[src/rtl/gwwb_pkg.sv]
// Shared types and constants of the greedy word-wrap line breaker.
package gwwb_pkg;

  localparam int          ACC_W     = 24;
  localparam int          OUT_POS_W = 16;
  localparam int          CNT_W     = 16;
  localparam int          METRIC_W  = 48;

  localparam logic [7:0]       CHAR_NL   = 8'd10;
  localparam logic [7:0]       CHAR_SP   = 8'd32;
  localparam logic [ACC_W-1:0] WIDTH_MAX = 24'hFF_FFFF;
  localparam logic [CNT_W-1:0] COUNT_MAX = 16'hFFFF;

  // Glyph metrics of one character, as kept in the word buffer.
  typedef struct packed {
    logic               has_glyph;
    logic signed [15:0] x_offset;
    logic [14:0]        glyph_width;
    logic signed [15:0] advance;
  } metric_t;

  // One classified character on its way from the front to the back.
  typedef struct packed {
    logic    is_nl;
    logic    is_space;
    logic    is_alnum;
    logic    is_last;
    metric_t m;
  } item_t;

endpackage

[src/rtl/gwwb_if.sv]
// Channel interfaces of the line breaker: characters in, line breaks out, width limit.
interface gwwb_in_if;
  logic               valid;
  logic               ready;
  logic [7:0]         char_code;
  logic               has_glyph;
  logic signed [15:0] advance;
  logic [14:0]        glyph_width;
  logic signed [15:0] x_offset;
  logic               is_last;

  modport source (output valid, char_code, has_glyph, advance, glyph_width, x_offset,
                  is_last, input ready);
  modport sink   (input valid, char_code, has_glyph, advance, glyph_width, x_offset,
                  is_last, output ready);
endinterface

interface gwwb_out_if;
  logic        valid;
  logic        ready;
  logic [15:0] next_line_start;
  logic [15:0] line_number;
  logic        text_done;
  logic        run_last;

  modport source (output valid, next_line_start, line_number, text_done, run_last,
                  input ready);
  modport sink   (input valid, next_line_start, line_number, text_done, run_last,
                  output ready);
endinterface

interface gwwb_cfg_if;
  logic        valid;
  logic        ready;
  logic [23:0] line_limit;

  modport source (output valid, line_limit, input ready);
  modport sink   (input valid, line_limit, output ready);
endinterface

[src/rtl/gwwb_ram.sv]
// Generic single-write, single-read RAM with registered read data.
module gwwb_ram #(
  parameter int WIDTH = 8,
  parameter int DEPTH = 16
) (
  input  logic                     clk,
  input  logic                     wr_en,
  input  logic [$clog2(DEPTH)-1:0] wr_addr,
  input  logic [WIDTH-1:0]         wr_data,
  input  logic                     rd_en,
  input  logic [$clog2(DEPTH)-1:0] rd_addr,
  output logic [WIDTH-1:0]         rd_data
);

  logic [WIDTH-1:0] mem [DEPTH];

  always_ff @(posedge clk) begin
    if (wr_en) begin
      mem[wr_addr] <= wr_data;
    end
    if (rd_en) begin
      rd_data <= mem[rd_addr];
    end
  end

endmodule

[src/rtl/gwwb_front.sv]
// Front end: accepts characters, classifies them and queues them for the back end.
module gwwb_front (
  input  logic              clk,
  input  logic              rst_n,
  gwwb_in_if.sink           in_ch,
  output gwwb_pkg::item_t   head,
  output logic              head_valid,
  input  logic              pop
);

  localparam int DEPTH = 2;
  localparam int PTR_W = $clog2(DEPTH);
  localparam int FILL_W = $clog2(DEPTH + 1);

  gwwb_pkg::item_t   q_r [DEPTH];
  logic [PTR_W-1:0]  wr_ptr_r, rd_ptr_r;
  logic [FILL_W-1:0] fill_r, fill_nxt;
  gwwb_pkg::item_t   item;
  logic              push;

  // Classify the character while it is accepted.
  always_comb begin
    item.is_nl         = (in_ch.char_code == gwwb_pkg::CHAR_NL);
    item.is_space      = (in_ch.char_code == gwwb_pkg::CHAR_SP);
    item.is_alnum      = in_ch.char_code inside {[8'h41:8'h5A], [8'h61:8'h7A],
                                                 [8'h30:8'h39]};
    item.is_last       = in_ch.is_last;
    item.m.has_glyph   = in_ch.has_glyph;
    item.m.x_offset    = in_ch.x_offset;
    item.m.glyph_width = in_ch.glyph_width;
    item.m.advance     = in_ch.advance;
  end

  assign in_ch.ready = (fill_r != FILL_W'(DEPTH));
  assign push        = in_ch.valid && in_ch.ready;
  assign head        = q_r[rd_ptr_r];
  assign head_valid  = (fill_r != '0);

  always_comb begin
    fill_nxt = fill_r;
    if (push && !pop) begin
      fill_nxt = fill_r + 1'b1;
    end else if (pop && !push) begin
      fill_nxt = fill_r - 1'b1;
    end
  end

  always_ff @(posedge clk) begin
    if (!rst_n) begin
      wr_ptr_r <= '0;
      rd_ptr_r <= '0;
      fill_r   <= '0;
    end else begin
      if (push) begin
        wr_ptr_r <= wr_ptr_r + 1'b1;
      end
      if (pop) begin
        rd_ptr_r <= rd_ptr_r + 1'b1;
      end
      fill_r <= fill_nxt;
    end
    if (push) begin
      q_r[wr_ptr_r] <= item;
    end
  end

endmodule

[src/rtl/gwwb_back.sv]
// Back end: line-width tracking, word buffering, word replay and result ordering.
module gwwb_back #(
  parameter int MAX_WORD = 32,
  parameter int POS_BITS = 16
) (
  input  logic                         clk,
  input  logic                         rst_n,
  input  gwwb_pkg::item_t              q_item,
  input  logic                         q_valid,
  output logic                         q_pop,
  gwwb_cfg_if.sink                     cfg_ch,
  gwwb_out_if.source                   out_ch,
  output logic                         ram_we,
  output logic [$clog2(MAX_WORD)-1:0]  ram_waddr,
  output logic [gwwb_pkg::METRIC_W-1:0] ram_wdata,
  output logic                         ram_re,
  output logic [$clog2(MAX_WORD)-1:0]  ram_raddr,
  input  logic [gwwb_pkg::METRIC_W-1:0] ram_rdata
);

  localparam int IDX_W = $clog2(MAX_WORD);
  localparam int LEN_W = $clog2(MAX_WORD + 2);
  localparam int ACC_W = gwwb_pkg::ACC_W;
  localparam int CNT_W = gwwb_pkg::CNT_W;
  localparam int OPW   = gwwb_pkg::OUT_POS_W;

  typedef enum logic [2:0] {
    S_IDLE, S_CHECK, S_RCHK, S_RTAKE, S_TAKE, S_LAST, S_FLUSH
  } state_t;

  state_t              state_r, state_nxt;
  gwwb_pkg::item_t     cur_r, cur_nxt;
  logic [ACC_W-1:0]    max_w_r, max_w_nxt;
  logic [ACC_W-1:0]    acc_r, acc_nxt;
  logic [POS_BITS-1:0] char_pos_r, char_pos_nxt;
  logic [CNT_W-1:0]    line_cnt_r, line_cnt_nxt;
  logic [POS_BITS-1:0] line_begin_r, line_begin_nxt;
  logic [POS_BITS-1:0] word_begin_r, word_begin_nxt;
  logic                word_open_r, word_open_nxt;
  logic                line_empty_r, line_empty_nxt;
  logic [LEN_W-1:0]    word_len_r, word_len_nxt;
  logic                rp_done_r, rp_done_nxt;
  logic [LEN_W-1:0]    rp_len_r, rp_len_nxt;
  logic [LEN_W-1:0]    rp_idx_r, rp_idx_nxt;
  logic [POS_BITS-1:0] rp_pos_r, rp_pos_nxt;
  logic                h_valid_r, h_valid_nxt;
  logic [OPW-1:0]      h_start_r, h_start_nxt;
  logic [CNT_W-1:0]    h_line_r, h_line_nxt;
  logic                h_done_r, h_done_nxt;
  logic                out_valid_r, out_valid_nxt;
  logic [OPW-1:0]      out_start_r, out_start_nxt;
  logic [CNT_W-1:0]    out_line_r, out_line_nxt;
  logic                out_done_r, out_done_nxt;
  logic                out_last_r, out_last_nxt;

  // Source selection and datapath.
  logic                replay_src;
  gwwb_pkg::metric_t   sel_m;
  logic                sel_space;
  logic [POS_BITS-1:0] sel_pos;
  logic [14:0]         ext_w;
  logic [ACC_W:0]      ovf_sum;
  logic                ovf;
  logic signed [16:0]  lead_off;
  logic signed [26:0]  wd;
  logic [ACC_W-1:0]    wd_clamped;
  logic [POS_BITS-1:0] p_inc;
  logic [CNT_W-1:0]    cnt_inc;
  logic                out_free;
  logic                emit_ok;
  logic                replay_ok;
  logic [LEN_W-1:0]    idx_inc;

  // Actions decided by the sequencer.
  logic                do_emit, emit_done, do_take, do_flush, do_reset_text, start_next;
  logic [POS_BITS-1:0] emit_start;
  logic [LEN_W-1:0]    len0;

  assign replay_src = (state_r == S_RCHK) || (state_r == S_RTAKE);
  assign sel_m      = replay_src ? gwwb_pkg::metric_t'(ram_rdata) : cur_r.m;
  assign sel_space  = replay_src ? 1'b0 : cur_r.is_space;
  assign sel_pos    = replay_src ? rp_pos_r : char_pos_r;

  // Extent is the larger of advance and bitmap width; never negative.
  assign ext_w   = (sel_m.advance > $signed({1'b0, sel_m.glyph_width})) ?
                   sel_m.advance[14:0] : sel_m.glyph_width;
  assign ovf_sum = {1'b0, acc_r} + (ACC_W+1)'(ext_w);
  assign ovf     = !line_empty_r && sel_m.has_glyph && (ovf_sum > {1'b0, max_w_r});

  // A line's first inked character is pulled right by a negative left offset.
  assign lead_off = (line_empty_r && !sel_space && sel_m.has_glyph && sel_m.x_offset[15]) ?
                    -$signed({sel_m.x_offset[15], sel_m.x_offset}) : 17'sd0;
  assign wd       = $signed({3'b000, acc_r}) + 27'(lead_off) +
                    (sel_m.has_glyph ? 27'(sel_m.advance) : 27'sd0);

  always_comb begin
    if (wd < 27'sd0) begin
      wd_clamped = '0;
    end else if (wd > $signed({3'b000, gwwb_pkg::WIDTH_MAX})) begin
      wd_clamped = gwwb_pkg::WIDTH_MAX;
    end else begin
      wd_clamped = wd[ACC_W-1:0];
    end
  end

  assign p_inc    = char_pos_r + POS_BITS'(1);
  assign cnt_inc  = (line_cnt_r == gwwb_pkg::COUNT_MAX) ? line_cnt_r : line_cnt_r + 1'b1;
  assign out_free = !out_valid_r || out_ch.ready;
  assign emit_ok  = !h_valid_r || out_free;
  assign idx_inc  = rp_idx_r + 1'b1;
  assign replay_ok = !rp_done_r && word_open_r && (word_begin_r != line_begin_r) &&
                     cur_r.is_alnum && (word_len_r < LEN_W'(MAX_WORD));

  assign cfg_ch.ready = 1'b1;

  always_comb begin
    state_nxt      = state_r;
    cur_nxt        = cur_r;
    max_w_nxt      = max_w_r;
    acc_nxt        = acc_r;
    char_pos_nxt   = char_pos_r;
    line_cnt_nxt   = line_cnt_r;
    line_begin_nxt = line_begin_r;
    word_begin_nxt = word_begin_r;
    word_open_nxt  = word_open_r;
    line_empty_nxt = line_empty_r;
    word_len_nxt   = word_len_r;
    rp_done_nxt    = rp_done_r;
    rp_len_nxt     = rp_len_r;
    rp_idx_nxt     = rp_idx_r;
    rp_pos_nxt     = rp_pos_r;
    h_valid_nxt    = h_valid_r;
    h_start_nxt    = h_start_r;
    h_line_nxt     = h_line_r;
    h_done_nxt     = h_done_r;
    out_valid_nxt  = out_valid_r;
    out_start_nxt  = out_start_r;
    out_line_nxt   = out_line_r;
    out_done_nxt   = out_done_r;
    out_last_nxt   = out_last_r;
    q_pop          = 1'b0;
    ram_we         = 1'b0;
    ram_waddr      = '0;
    ram_wdata      = sel_m;
    ram_re         = 1'b0;
    ram_raddr      = '0;
    do_emit        = 1'b0;
    emit_done      = 1'b0;
    emit_start     = char_pos_r;
    do_take        = 1'b0;
    do_flush       = 1'b0;
    do_reset_text  = 1'b0;
    start_next     = 1'b0;
    len0           = word_len_r;

    if (cfg_ch.valid) begin
      max_w_nxt = cfg_ch.line_limit;
    end

    case (state_r)
      S_IDLE: begin
        start_next = 1'b1;
      end
      S_CHECK: begin
        if (cur_r.is_nl) begin
          if (emit_ok) begin
            do_emit    = 1'b1;
            emit_start = p_inc;
            emit_done  = cur_r.is_last;
            if (cur_r.is_last) begin
              do_reset_text = 1'b1;
            end else begin
              char_pos_nxt = p_inc;
            end
            state_nxt = S_FLUSH;
          end
        end else if (ovf) begin
          if (emit_ok) begin
            do_emit = 1'b1;
            if (replay_ok) begin
              emit_start  = word_begin_r;
              rp_done_nxt = 1'b1;
              rp_len_nxt  = word_len_r;
              rp_idx_nxt  = '0;
              rp_pos_nxt  = word_begin_r;
              if (word_len_r != '0) begin
                ram_re    = 1'b1;
                ram_raddr = '0;
                state_nxt = S_RCHK;
              end else begin
                state_nxt = S_TAKE;
              end
            end else begin
              emit_start = char_pos_r;
              state_nxt  = S_TAKE;
            end
          end
        end else begin
          state_nxt = S_TAKE;
        end
      end
      S_RCHK: begin
        if (ovf) begin
          if (emit_ok) begin
            do_emit    = 1'b1;
            emit_start = rp_pos_r;
            state_nxt  = S_RTAKE;
          end
        end else begin
          state_nxt = S_RTAKE;
        end
      end
      S_RTAKE: begin
        do_take    = 1'b1;
        rp_idx_nxt = idx_inc;
        rp_pos_nxt = rp_pos_r + POS_BITS'(1);
        if (idx_inc == rp_len_r) begin
          state_nxt = S_CHECK;
        end else begin
          ram_re    = 1'b1;
          ram_raddr = idx_inc[IDX_W-1:0];
          state_nxt = S_RCHK;
        end
      end
      S_TAKE: begin
        do_take = 1'b1;
        if (cur_r.is_last) begin
          state_nxt = S_LAST;
        end else begin
          char_pos_nxt = p_inc;
          if (h_valid_r) begin
            state_nxt = S_FLUSH;
          end else begin
            start_next = 1'b1;
          end
        end
      end
      S_LAST: begin
        if (emit_ok) begin
          do_emit       = 1'b1;
          emit_start    = p_inc;
          emit_done     = 1'b1;
          do_reset_text = 1'b1;
          state_nxt     = S_FLUSH;
        end
      end
      S_FLUSH: begin
        if (!h_valid_r) begin
          start_next = 1'b1;
        end else if (out_free) begin
          do_flush   = 1'b1;
          start_next = 1'b1;
        end
      end
      default: begin
        state_nxt = S_IDLE;
      end
    endcase

    // Add one character to the current line and the current word.
    if (do_take) begin
      line_empty_nxt = 1'b0;
      acc_nxt        = wd_clamped;
      if (sel_space) begin
        word_open_nxt = 1'b0;
        word_len_nxt  = '0;
      end else begin
        if (!word_open_r) begin
          word_open_nxt  = 1'b1;
          word_begin_nxt = sel_pos;
          len0           = '0;
        end
        if (len0 < LEN_W'(MAX_WORD)) begin
          ram_we       = 1'b1;
          ram_waddr    = len0[IDX_W-1:0];
          word_len_nxt = len0 + 1'b1;
        end else begin
          word_len_nxt = LEN_W'(MAX_WORD + 1);
        end
      end
    end

    // Close the current line; the previous held result moves to the output.
    if (do_emit) begin
      h_valid_nxt    = 1'b1;
      h_start_nxt    = OPW'(emit_start);
      h_line_nxt     = cnt_inc;
      h_done_nxt     = emit_done;
      line_cnt_nxt   = cnt_inc;
      line_begin_nxt = emit_start;
      word_begin_nxt = emit_start;
      word_open_nxt  = 1'b1;
      line_empty_nxt = 1'b1;
      acc_nxt        = '0;
      word_len_nxt   = '0;
    end

    if (do_reset_text) begin
      char_pos_nxt   = '0;
      line_cnt_nxt   = '0;
      line_begin_nxt = '0;
      word_begin_nxt = '0;
    end

    if (do_flush) begin
      h_valid_nxt = 1'b0;
    end

    if ((do_emit && h_valid_r) || do_flush) begin
      out_valid_nxt = 1'b1;
      out_start_nxt = h_start_r;
      out_line_nxt  = h_line_r;
      out_done_nxt  = h_done_r;
      out_last_nxt  = do_flush;
    end else if (out_ch.ready) begin
      out_valid_nxt = 1'b0;
    end

    if (start_next) begin
      if (q_valid) begin
        q_pop       = 1'b1;
        cur_nxt     = q_item;
        rp_done_nxt = 1'b0;
        state_nxt   = S_CHECK;
      end else begin
        state_nxt = S_IDLE;
      end
    end
  end

  always_ff @(posedge clk) begin
    if (!rst_n) begin
      state_r      <= S_IDLE;
      max_w_r      <= gwwb_pkg::WIDTH_MAX;
      acc_r        <= '0;
      char_pos_r   <= '0;
      line_cnt_r   <= '0;
      line_begin_r <= '0;
      word_begin_r <= '0;
      word_open_r  <= 1'b1;
      line_empty_r <= 1'b1;
      word_len_r   <= '0;
      rp_done_r    <= 1'b0;
      h_valid_r    <= 1'b0;
      out_valid_r  <= 1'b0;
    end else begin
      state_r      <= state_nxt;
      max_w_r      <= max_w_nxt;
      acc_r        <= acc_nxt;
      char_pos_r   <= char_pos_nxt;
      line_cnt_r   <= line_cnt_nxt;
      line_begin_r <= line_begin_nxt;
      word_begin_r <= word_begin_nxt;
      word_open_r  <= word_open_nxt;
      line_empty_r <= line_empty_nxt;
      word_len_r   <= word_len_nxt;
      rp_done_r    <= rp_done_nxt;
      h_valid_r    <= h_valid_nxt;
      out_valid_r  <= out_valid_nxt;
    end
    cur_r       <= cur_nxt;
    rp_len_r    <= rp_len_nxt;
    rp_idx_r    <= rp_idx_nxt;
    rp_pos_r    <= rp_pos_nxt;
    h_start_r   <= h_start_nxt;
    h_line_r    <= h_line_nxt;
    h_done_r    <= h_done_nxt;
    out_start_r <= out_start_nxt;
    out_line_r  <= out_line_nxt;
    out_done_r  <= out_done_nxt;
    out_last_r  <= out_last_nxt;
  end

  assign out_ch.valid           = out_valid_r;
  assign out_ch.next_line_start = out_start_r;
  assign out_ch.line_number     = out_line_r;
  assign out_ch.text_done       = out_done_r;
  assign out_ch.run_last        = out_last_r;

endmodule

[src/rtl/greedy_word_wrap_breaker.sv]
// Greedy word-wrap line breaker, top level.
//
// The block takes one character word at a time with its glyph metrics (Q4.12 em) and
// returns a result word for every line it closes: the index where the next line starts,
// the saturating line count, whether the text is done, and whether this is the last
// result caused by the character. Lines close on a newline, at the end of the text
// (is_last), or when a glyph would run past the configured line limit. A letter or digit
// that overflows inside a word that did not begin the line moves the whole word to the
// next line; the word's buffered metrics (up to MAX_WORD characters, kept in a RAM) are
// then replayed through the width logic (check, then take, per buffered character), and a
// replayed character that still overflows breaks in place. Longer words break in place.
// A front end classifies characters into a two-entry queue, so input is taken while the
// back end works. A plain character takes a width check, then a width update; each
// character that produces results then passes a flush state to release its final result,
// a newline goes from the check straight to the flush, the last character of a text adds
// a closing state before the flush, and a word move adds a check and a take per replayed
// character, then checks the overflowing character again. An output register lets the
// back end keep going while a finished result waits. Results may stall the back end only
// when two results are pending. There is no clearing pass after reset. The line limit
// resets to the widest line and should be written only while the block is idle.
module greedy_word_wrap_breaker #(
  parameter int MAX_WORD = 32,
  parameter int POS_BITS = 16
) (
  input  logic        clk,
  input  logic        rst_n,
  gwwb_in_if.sink     in_ch,
  gwwb_out_if.source  out_ch,
  gwwb_cfg_if.sink    cfg_ch
);

  localparam int IDX_W = $clog2(MAX_WORD);

  gwwb_pkg::item_t               q_item;
  logic                          q_valid;
  logic                          q_pop;
  logic                          ram_we;
  logic [IDX_W-1:0]              ram_waddr;
  logic [gwwb_pkg::METRIC_W-1:0] ram_wdata;
  logic                          ram_re;
  logic [IDX_W-1:0]              ram_raddr;
  logic [gwwb_pkg::METRIC_W-1:0] ram_rdata;

  // Accepts characters and queues them already classified.
  gwwb_front u_front (
    .clk        (clk),
    .rst_n      (rst_n),
    .in_ch      (in_ch),
    .head       (q_item),
    .head_valid (q_valid),
    .pop        (q_pop)
  );

  // Metrics of the word being built, one entry per character.
  gwwb_ram #(
    .WIDTH (gwwb_pkg::METRIC_W),
    .DEPTH (MAX_WORD)
  ) u_word_ram (
    .clk     (clk),
    .wr_en   (ram_we),
    .wr_addr (ram_waddr),
    .wr_data (ram_wdata),
    .rd_en   (ram_re),
    .rd_addr (ram_raddr),
    .rd_data (ram_rdata)
  );

  // Width tracking, word moves and result ordering.
  gwwb_back #(
    .MAX_WORD (MAX_WORD),
    .POS_BITS (POS_BITS)
  ) u_back (
    .clk       (clk),
    .rst_n     (rst_n),
    .q_item    (q_item),
    .q_valid   (q_valid),
    .q_pop     (q_pop),
    .cfg_ch    (cfg_ch),
    .out_ch    (out_ch),
    .ram_we    (ram_we),
    .ram_waddr (ram_waddr),
    .ram_wdata (ram_wdata),
    .ram_re    (ram_re),
    .ram_raddr (ram_raddr),
    .ram_rdata (ram_rdata)
  );

endmodule

[src/flat_wrapper.sv]
// flat-port wrapper written by rule: the top's interface ports become plain ports
module greedy_word_wrap_breaker_flat 
#(
  parameter int MAX_WORD = 32,
  parameter int POS_BITS = 16
)
  (clk, rst_n, in_ch_valid, in_ch_char_code, in_ch_has_glyph, in_ch_advance, in_ch_glyph_width, in_ch_x_offset, in_ch_is_last, in_ch_ready, out_ch_valid, out_ch_next_line_start, out_ch_line_number, out_ch_text_done, out_ch_run_last, out_ch_ready, cfg_ch_valid, cfg_ch_line_limit, cfg_ch_ready);
  gwwb_in_if in_ch_i ();
  gwwb_out_if out_ch_i ();
  gwwb_cfg_if cfg_ch_i ();
  input  logic clk;
  input  logic rst_n;
  input wire logic [$bits(in_ch_i.valid)-1:0] in_ch_valid;
  input wire logic [$bits(in_ch_i.char_code)-1:0] in_ch_char_code;
  input wire logic [$bits(in_ch_i.has_glyph)-1:0] in_ch_has_glyph;
  input wire logic [$bits(in_ch_i.advance)-1:0] in_ch_advance;
  input wire logic [$bits(in_ch_i.glyph_width)-1:0] in_ch_glyph_width;
  input wire logic [$bits(in_ch_i.x_offset)-1:0] in_ch_x_offset;
  input wire logic [$bits(in_ch_i.is_last)-1:0] in_ch_is_last;
  output wire logic [$bits(in_ch_i.ready)-1:0] in_ch_ready;
  output wire logic [$bits(out_ch_i.valid)-1:0] out_ch_valid;
  output wire logic [$bits(out_ch_i.next_line_start)-1:0] out_ch_next_line_start;
  output wire logic [$bits(out_ch_i.line_number)-1:0] out_ch_line_number;
  output wire logic [$bits(out_ch_i.text_done)-1:0] out_ch_text_done;
  output wire logic [$bits(out_ch_i.run_last)-1:0] out_ch_run_last;
  input wire logic [$bits(out_ch_i.ready)-1:0] out_ch_ready;
  input wire logic [$bits(cfg_ch_i.valid)-1:0] cfg_ch_valid;
  input wire logic [$bits(cfg_ch_i.line_limit)-1:0] cfg_ch_line_limit;
  output wire logic [$bits(cfg_ch_i.ready)-1:0] cfg_ch_ready;
  assign in_ch_i.valid = in_ch_valid;
  assign in_ch_i.char_code = in_ch_char_code;
  assign in_ch_i.has_glyph = in_ch_has_glyph;
  assign in_ch_i.advance = in_ch_advance;
  assign in_ch_i.glyph_width = in_ch_glyph_width;
  assign in_ch_i.x_offset = in_ch_x_offset;
  assign in_ch_i.is_last = in_ch_is_last;
  assign in_ch_ready = in_ch_i.ready;
  assign out_ch_valid = out_ch_i.valid;
  assign out_ch_next_line_start = out_ch_i.next_line_start;
  assign out_ch_line_number = out_ch_i.line_number;
  assign out_ch_text_done = out_ch_i.text_done;
  assign out_ch_run_last = out_ch_i.run_last;
  assign out_ch_i.ready = out_ch_ready;
  assign cfg_ch_i.valid = cfg_ch_valid;
  assign cfg_ch_i.line_limit = cfg_ch_line_limit;
  assign cfg_ch_ready = cfg_ch_i.ready;
  greedy_word_wrap_breaker #(.MAX_WORD(MAX_WORD), .POS_BITS(POS_BITS)) u_core (.clk(clk), .rst_n(rst_n), .in_ch(in_ch_i), .out_ch(out_ch_i), .cfg_ch(cfg_ch_i));
endmodule
[config.mk]
export PLATFORM = sky130hd
export DESIGN_NAME = greedy_word_wrap_breaker_flat
export DESIGN_NICKNAME = d
export VERILOG_FILES = /design/src/rtl/gwwb_pkg.sv /design/src/rtl/gwwb_if.sv /design/src/rtl/gwwb_ram.sv /design/src/rtl/gwwb_front.sv /design/src/rtl/gwwb_back.sv /design/src/rtl/greedy_word_wrap_breaker.sv /design/src/flat_wrapper.sv
export SDC_FILE = /design/constraint.sdc
export NUM_CORES = 2
export LEC_CHECK = 0
export BUFFER_PORTS_ARGS = -buffer_cell sky130_fd_sc_hd__buf_2
export CELL_PAD_IN_SITES_DETAIL_PLACEMENT = 0
export CELL_PAD_IN_SITES_GLOBAL_PLACEMENT = 1
export CORE_UTILIZATION = 54
export DETAILED_ROUTE_END_ITERATION = 16
export GPL_TIMING_DRIVEN = 1
export MAX_ROUTING_LAYER = met4
export PLACE_DENSITY_LB_ADDON = 0.1
export SYNTH_ARGS = -nofsm -noshare
export SYNTH_HDL_FRONTEND = slang
export SYNTH_HIERARCHICAL = 1
export SYNTH_SLANG_ARGS = --single-unit
[constraint.sdc]
create_clock -name clk -period 13.6 [get_ports clk]
set_input_delay 1.36 -clock clk [delete_from_list [all_inputs] [get_ports clk]]
set_output_delay 1.36 -clock clk [all_outputs]
set_load 0.005 [all_outputs]
==> out/qor.csv <==
stage,metric,value,unit
status,status,"complete, no violations",
logic_synthesis,synth cell count leaders,"edfxtp_1 (1835), mux2i_1 (837), nand2_1 (313)",
cells_and_area,Final #Nets,5604,
power_and_ir_drop,Sequential Power Share,0.516,
clock_tree,TritonCTS clock tree,done,
setup_path,critical path arrival,11350,ps
sta,Clock Skew,32.04,ps
routing,Vias/cell,6.149,
cells_and_area,P&R area growth vs syn,10.98,%
setup_path,CP max FO,53,
routing,post-route ant nets,0,
min_path,hold path startpoint,u_core/u_back/h_start_r[14],
global_routing,first-pass GRT wire length,311700,um
routing,Routed WL per cell,28.73,um
setup_path,FF-to-FF Start,u_core/u_back/state_r[1],
die,Initial Util,0.5445,
die,die width,390.6,um
logic_synthesis,sequential area share after synthesis,0.7079,
logic_synthesis,number of synthesized register bits,1966,
clock_tree,Clock Latency Late Sink,840,ps
logic_synthesis,post-synthesis cell area,0.08155,mm2
sta,Final setup viols,0,
sta,Final Hold Vio Count,0,
logic_synthesis,mean post-synth cell area,15.51,um2
logic_synthesis,top cell type's share of synthesized area,0.6757,
setup_path,R2R Setup Slk,3020,ps
power_and_ir_drop,Net Sw Power,3.697,mW
clock_tree,CTS max path bufs,3,
cells_and_area,share of layout cells above drive strength 1,0.1127,
logic_synthesis,cell count after synthesis,5256,
setup_path,"slowest stage delay, CP",680,ps
die,die height,390.6,um
power_and_ir_drop,combinational share of power,0.117,
placement,buffers added on ports,121,
logic_synthesis,"Primary FF master, synth",edfxtp_1,
placement,"Cell Area, Placed",0.08414,mm2
setup_path,RR Endpoint,u_core/u_back/word_begin_r[8],
logic_synthesis,"area leader, netlist",edfxtp_1,
clock_tree,Post-CTS Resized,0,
power_and_ir_drop,Clock power frac,0.367,
setup_path,CP required,14370,ps
global_routing,largest net degree at the start of global routing,139,
sta,max-slew violation count,0,
global_routing,GRT Util Overall,0.2939,
placement,post-DP HPWL,121100,um
power_and_ir_drop,Static Leak,28.70,nW
min_path,Hold Path Sink,u_core/u_back/out_ch.next_line_start[14],
sta,Least-Margin Pin Slew,1219,ps
setup_path,Reg2Reg Depth,33,
routing,drt first pass iters,7,
logic_synthesis,"top cells by area, synth","edfxtp_1 (68%), mux2i_1 (10%), dfxtp_1 (3.2%), a21oi_1 (1.5%), nand2_1 (1.4%)",
global_routing,initial antenna violation count,14,
die,# rows,142,
power_and_ir_drop,worst ir drop on vdd,0.1409,mV
flow_run,max-cap violations,0,
routing,vias,46680,
power_and_ir_drop,sw frac,0.2554,
setup_path,crit end category,register,
logic_synthesis,Yosys cell types,95,
min_path,worst hold stages,0,
logic_synthesis,number of synthesized flops with an enable pin,1835,
cells_and_area,utilization after layout,0.6042,
clock_tree,# hold bufs at CTS,0,
cells_and_area,fin area,0.09050,mm2
routing,drc violations,0,
sta,setup_tns,0,ps
global_routing,grt total ovfl,0,
clock_tree,Root Driver,clkbuf_16,
cells_and_area,number of fill cells in the layout,11320,
setup_path,Worst path slowest cell,dfxtp_1,
clock_tree,H-tree depth,4,
power_and_ir_drop,Total Power,14.47,mW
power_and_ir_drop,Power Density,159.9,mW/mm2
min_path,Hold Crit Class,reg2reg,
setup_path,Setup crit start kind,register,
sta,Worst slew margin,0.1846,
clock_tree,postcts setup bufs,0,
sta,Fmax achieved,0.09450,GHz
die,IO Count,123,
global_routing,vias in the first global route,44220,
routing,violation count after the first detailed-route iteration,4415,
clock_tree,CTS Buf Count,199,
placement,routability cong.,0.8972,
power_and_ir_drop,internal power,10.78,mW
clock_tree,CTS sink cnt,1966,
routing,WL final,218100,um
die,core area,0.1498,mm2
sta,fin crit share,0.7781,
sta,post-layout min period,10580,ps
clock_tree,Clock transition at path regs,60,ps
logic_synthesis,YS warnings,6,
setup_path,Crit Path Category,reg2reg,
sta,RSZ-0062 raised after global routing,false,
die,die area,0.1526,mm2
logic_synthesis,most frequent cell after synthesis,edfxtp_1,
logic_synthesis,ys async rst share,0,
## layout by cell type, fill, tap and decap left out, types with 35 or more instances in the layout
| cell | synthesis | routed |
|---|---|---|
| nor3_1 | 65 | 65 |
| nor2_1 | 226 | 192 |
| buf_4 | 46 | 81 |
| xor2_1 | 64 | 64 |
| nor2_4 | 1 | 35 |
| ha_1 | 88 | 87 |
| clkinv_1 | 1 | 48 |
| mux2_2 | 64 | 64 |
| a22o_1 | 96 | 96 |
| edfxtp_1 | 1835 | 1835 |
| a21oi_1 | 245 | 245 |
| a31oi_1 | 64 | 64 |
| o21ai_0 | 96 | 95 |
| buf_2 | 61 | 121 |
| a22oi_1 | 147 | 147 |
| mux2i_1 | 837 | 837 |
| nand3_1 | 198 | 198 |
| dfxtp_1 | 131 | 130 |
| inv_1 | 91 | 89 |
| clkbuf_16 | 0 | 199 |
| clkbuf_1 | 108 | 54 |
| xnor2_1 | 69 | 69 |
| nand2_1 | 313 | 312 |
## registers in the layout, summed over array words and instances, names as in the netlist, 24 cells and up, named ones only
signal and cells:
u_core/u_front/q_r 104, u_core/u_back/acc_r 24, u_core/u_word_ram/rd_data 48, u_core/u_back/max_w_r 24, u_core/u_back/cur_r 52, u_core/u_word_ram/mem 1536
## how the worst max path moves through the flow
stage | from | end | slack, ps
after floorplan | u_core/u_back/state_r[1] | u_core/u_word_ram/rd_data[0] | 1830
after global placement | u_core/u_back/state_r[1] | u_core/u_back/word_begin_r[14] | 3280
after detailed placement | u_core/u_back/state_r[1] | u_core/u_back/word_begin_r[8] | 3180
after CTS | u_core/u_back/state_r[1] | u_core/u_back/word_begin_r[2] | 3120
after global routing | u_core/u_back/state_r[1] | u_core/u_back/word_begin_r[14] | 2350
final | u_core/u_back/state_r[1] | u_core/u_back/word_begin_r[8] | 3020
## layout make-up
| cell class | count | area [um2] | share of cell area |
|---|---|---|---|
| Inverter | 93 | 350.3 | 0.003871 |
| Multi-Input combinational cell | 2934 | 22190 | 0.2452 |
| Clock inverter | 115 | 1145 | 0.01265 |
| Antenna cell | 5 | 12.51 | 0.0001383 |
| Clock buffer | 254 | 5196 | 0.05742 |
| Sequential cell | 1966 | 57730 | 0.6379 |
| Timing Repair Buffer | 209 | 1354 | 0.01496 |
| Tap cell | 2016 | 2522 | 0.02787 |
## logic make-up (layout without fill, tap and decap cells)
family,count (synthesis),in the layout,synth area share
XOR/XNOR,133,133,0.01428
buffers and inverters,366,671,0.02440
multiplexers,903,903,0.1119
AND/OR/NAND/NOR,945,945,0.05303
adder cells (fa/ha/maj),116,116,0.02025
flip-flops,1966,1966,0.7079
other,2,17,0.00009210
AO/OA/AOI/OAI,825,825,0.06813
## through the flow
step	instances	setup WS, ps	hold WS (ps)
final	7592	3018	417.6
after global routing	7589	2350	423.6
after CTS	7587	3120	418.0
after detailed placement	7218	3183	404.5
after global placement	7218	3283	402.1
after floorplan	5266	1825	400.3
## worst max-delay path, delay by kind of cell, from the launching register on
family	cells	cell delay, ps
AOI/OAI and AO/OA	17	4140
and+or+nand+nor	7	2220
adders and majority gates	4	1620
buffers and inverters	3	1290
DFF	1	680
muxes	1	370
xor gates and xnor gates	1	80
## power by group through the flow
stage | clock [mW] | combinational [mW] | sequential (mW)
2_1_floorplan | 0 | 1.12 | 7.47
3_3_place_gp | 0 | 1.65 | 7.59
3_5_place_dp | 0 | 1.68 | 7.59
4_1_cts | 5.40 | 1.69 | 7.47
5_1_grt | 5.63 | 1.86 | 7.48
6_report | 5.31 | 1.70 | 7.46
## routing by layer
metal,vias up,track usage,share of wire
met5,-,-,0
met4,0,0.06617,0.019
met3,273,0.04616,0.079
met2,1885,0.4467,0.47
met1,23950,0.4199,0.44
li1,20570,-,-
Note: power is estimated with default switching activity, not from simulation.
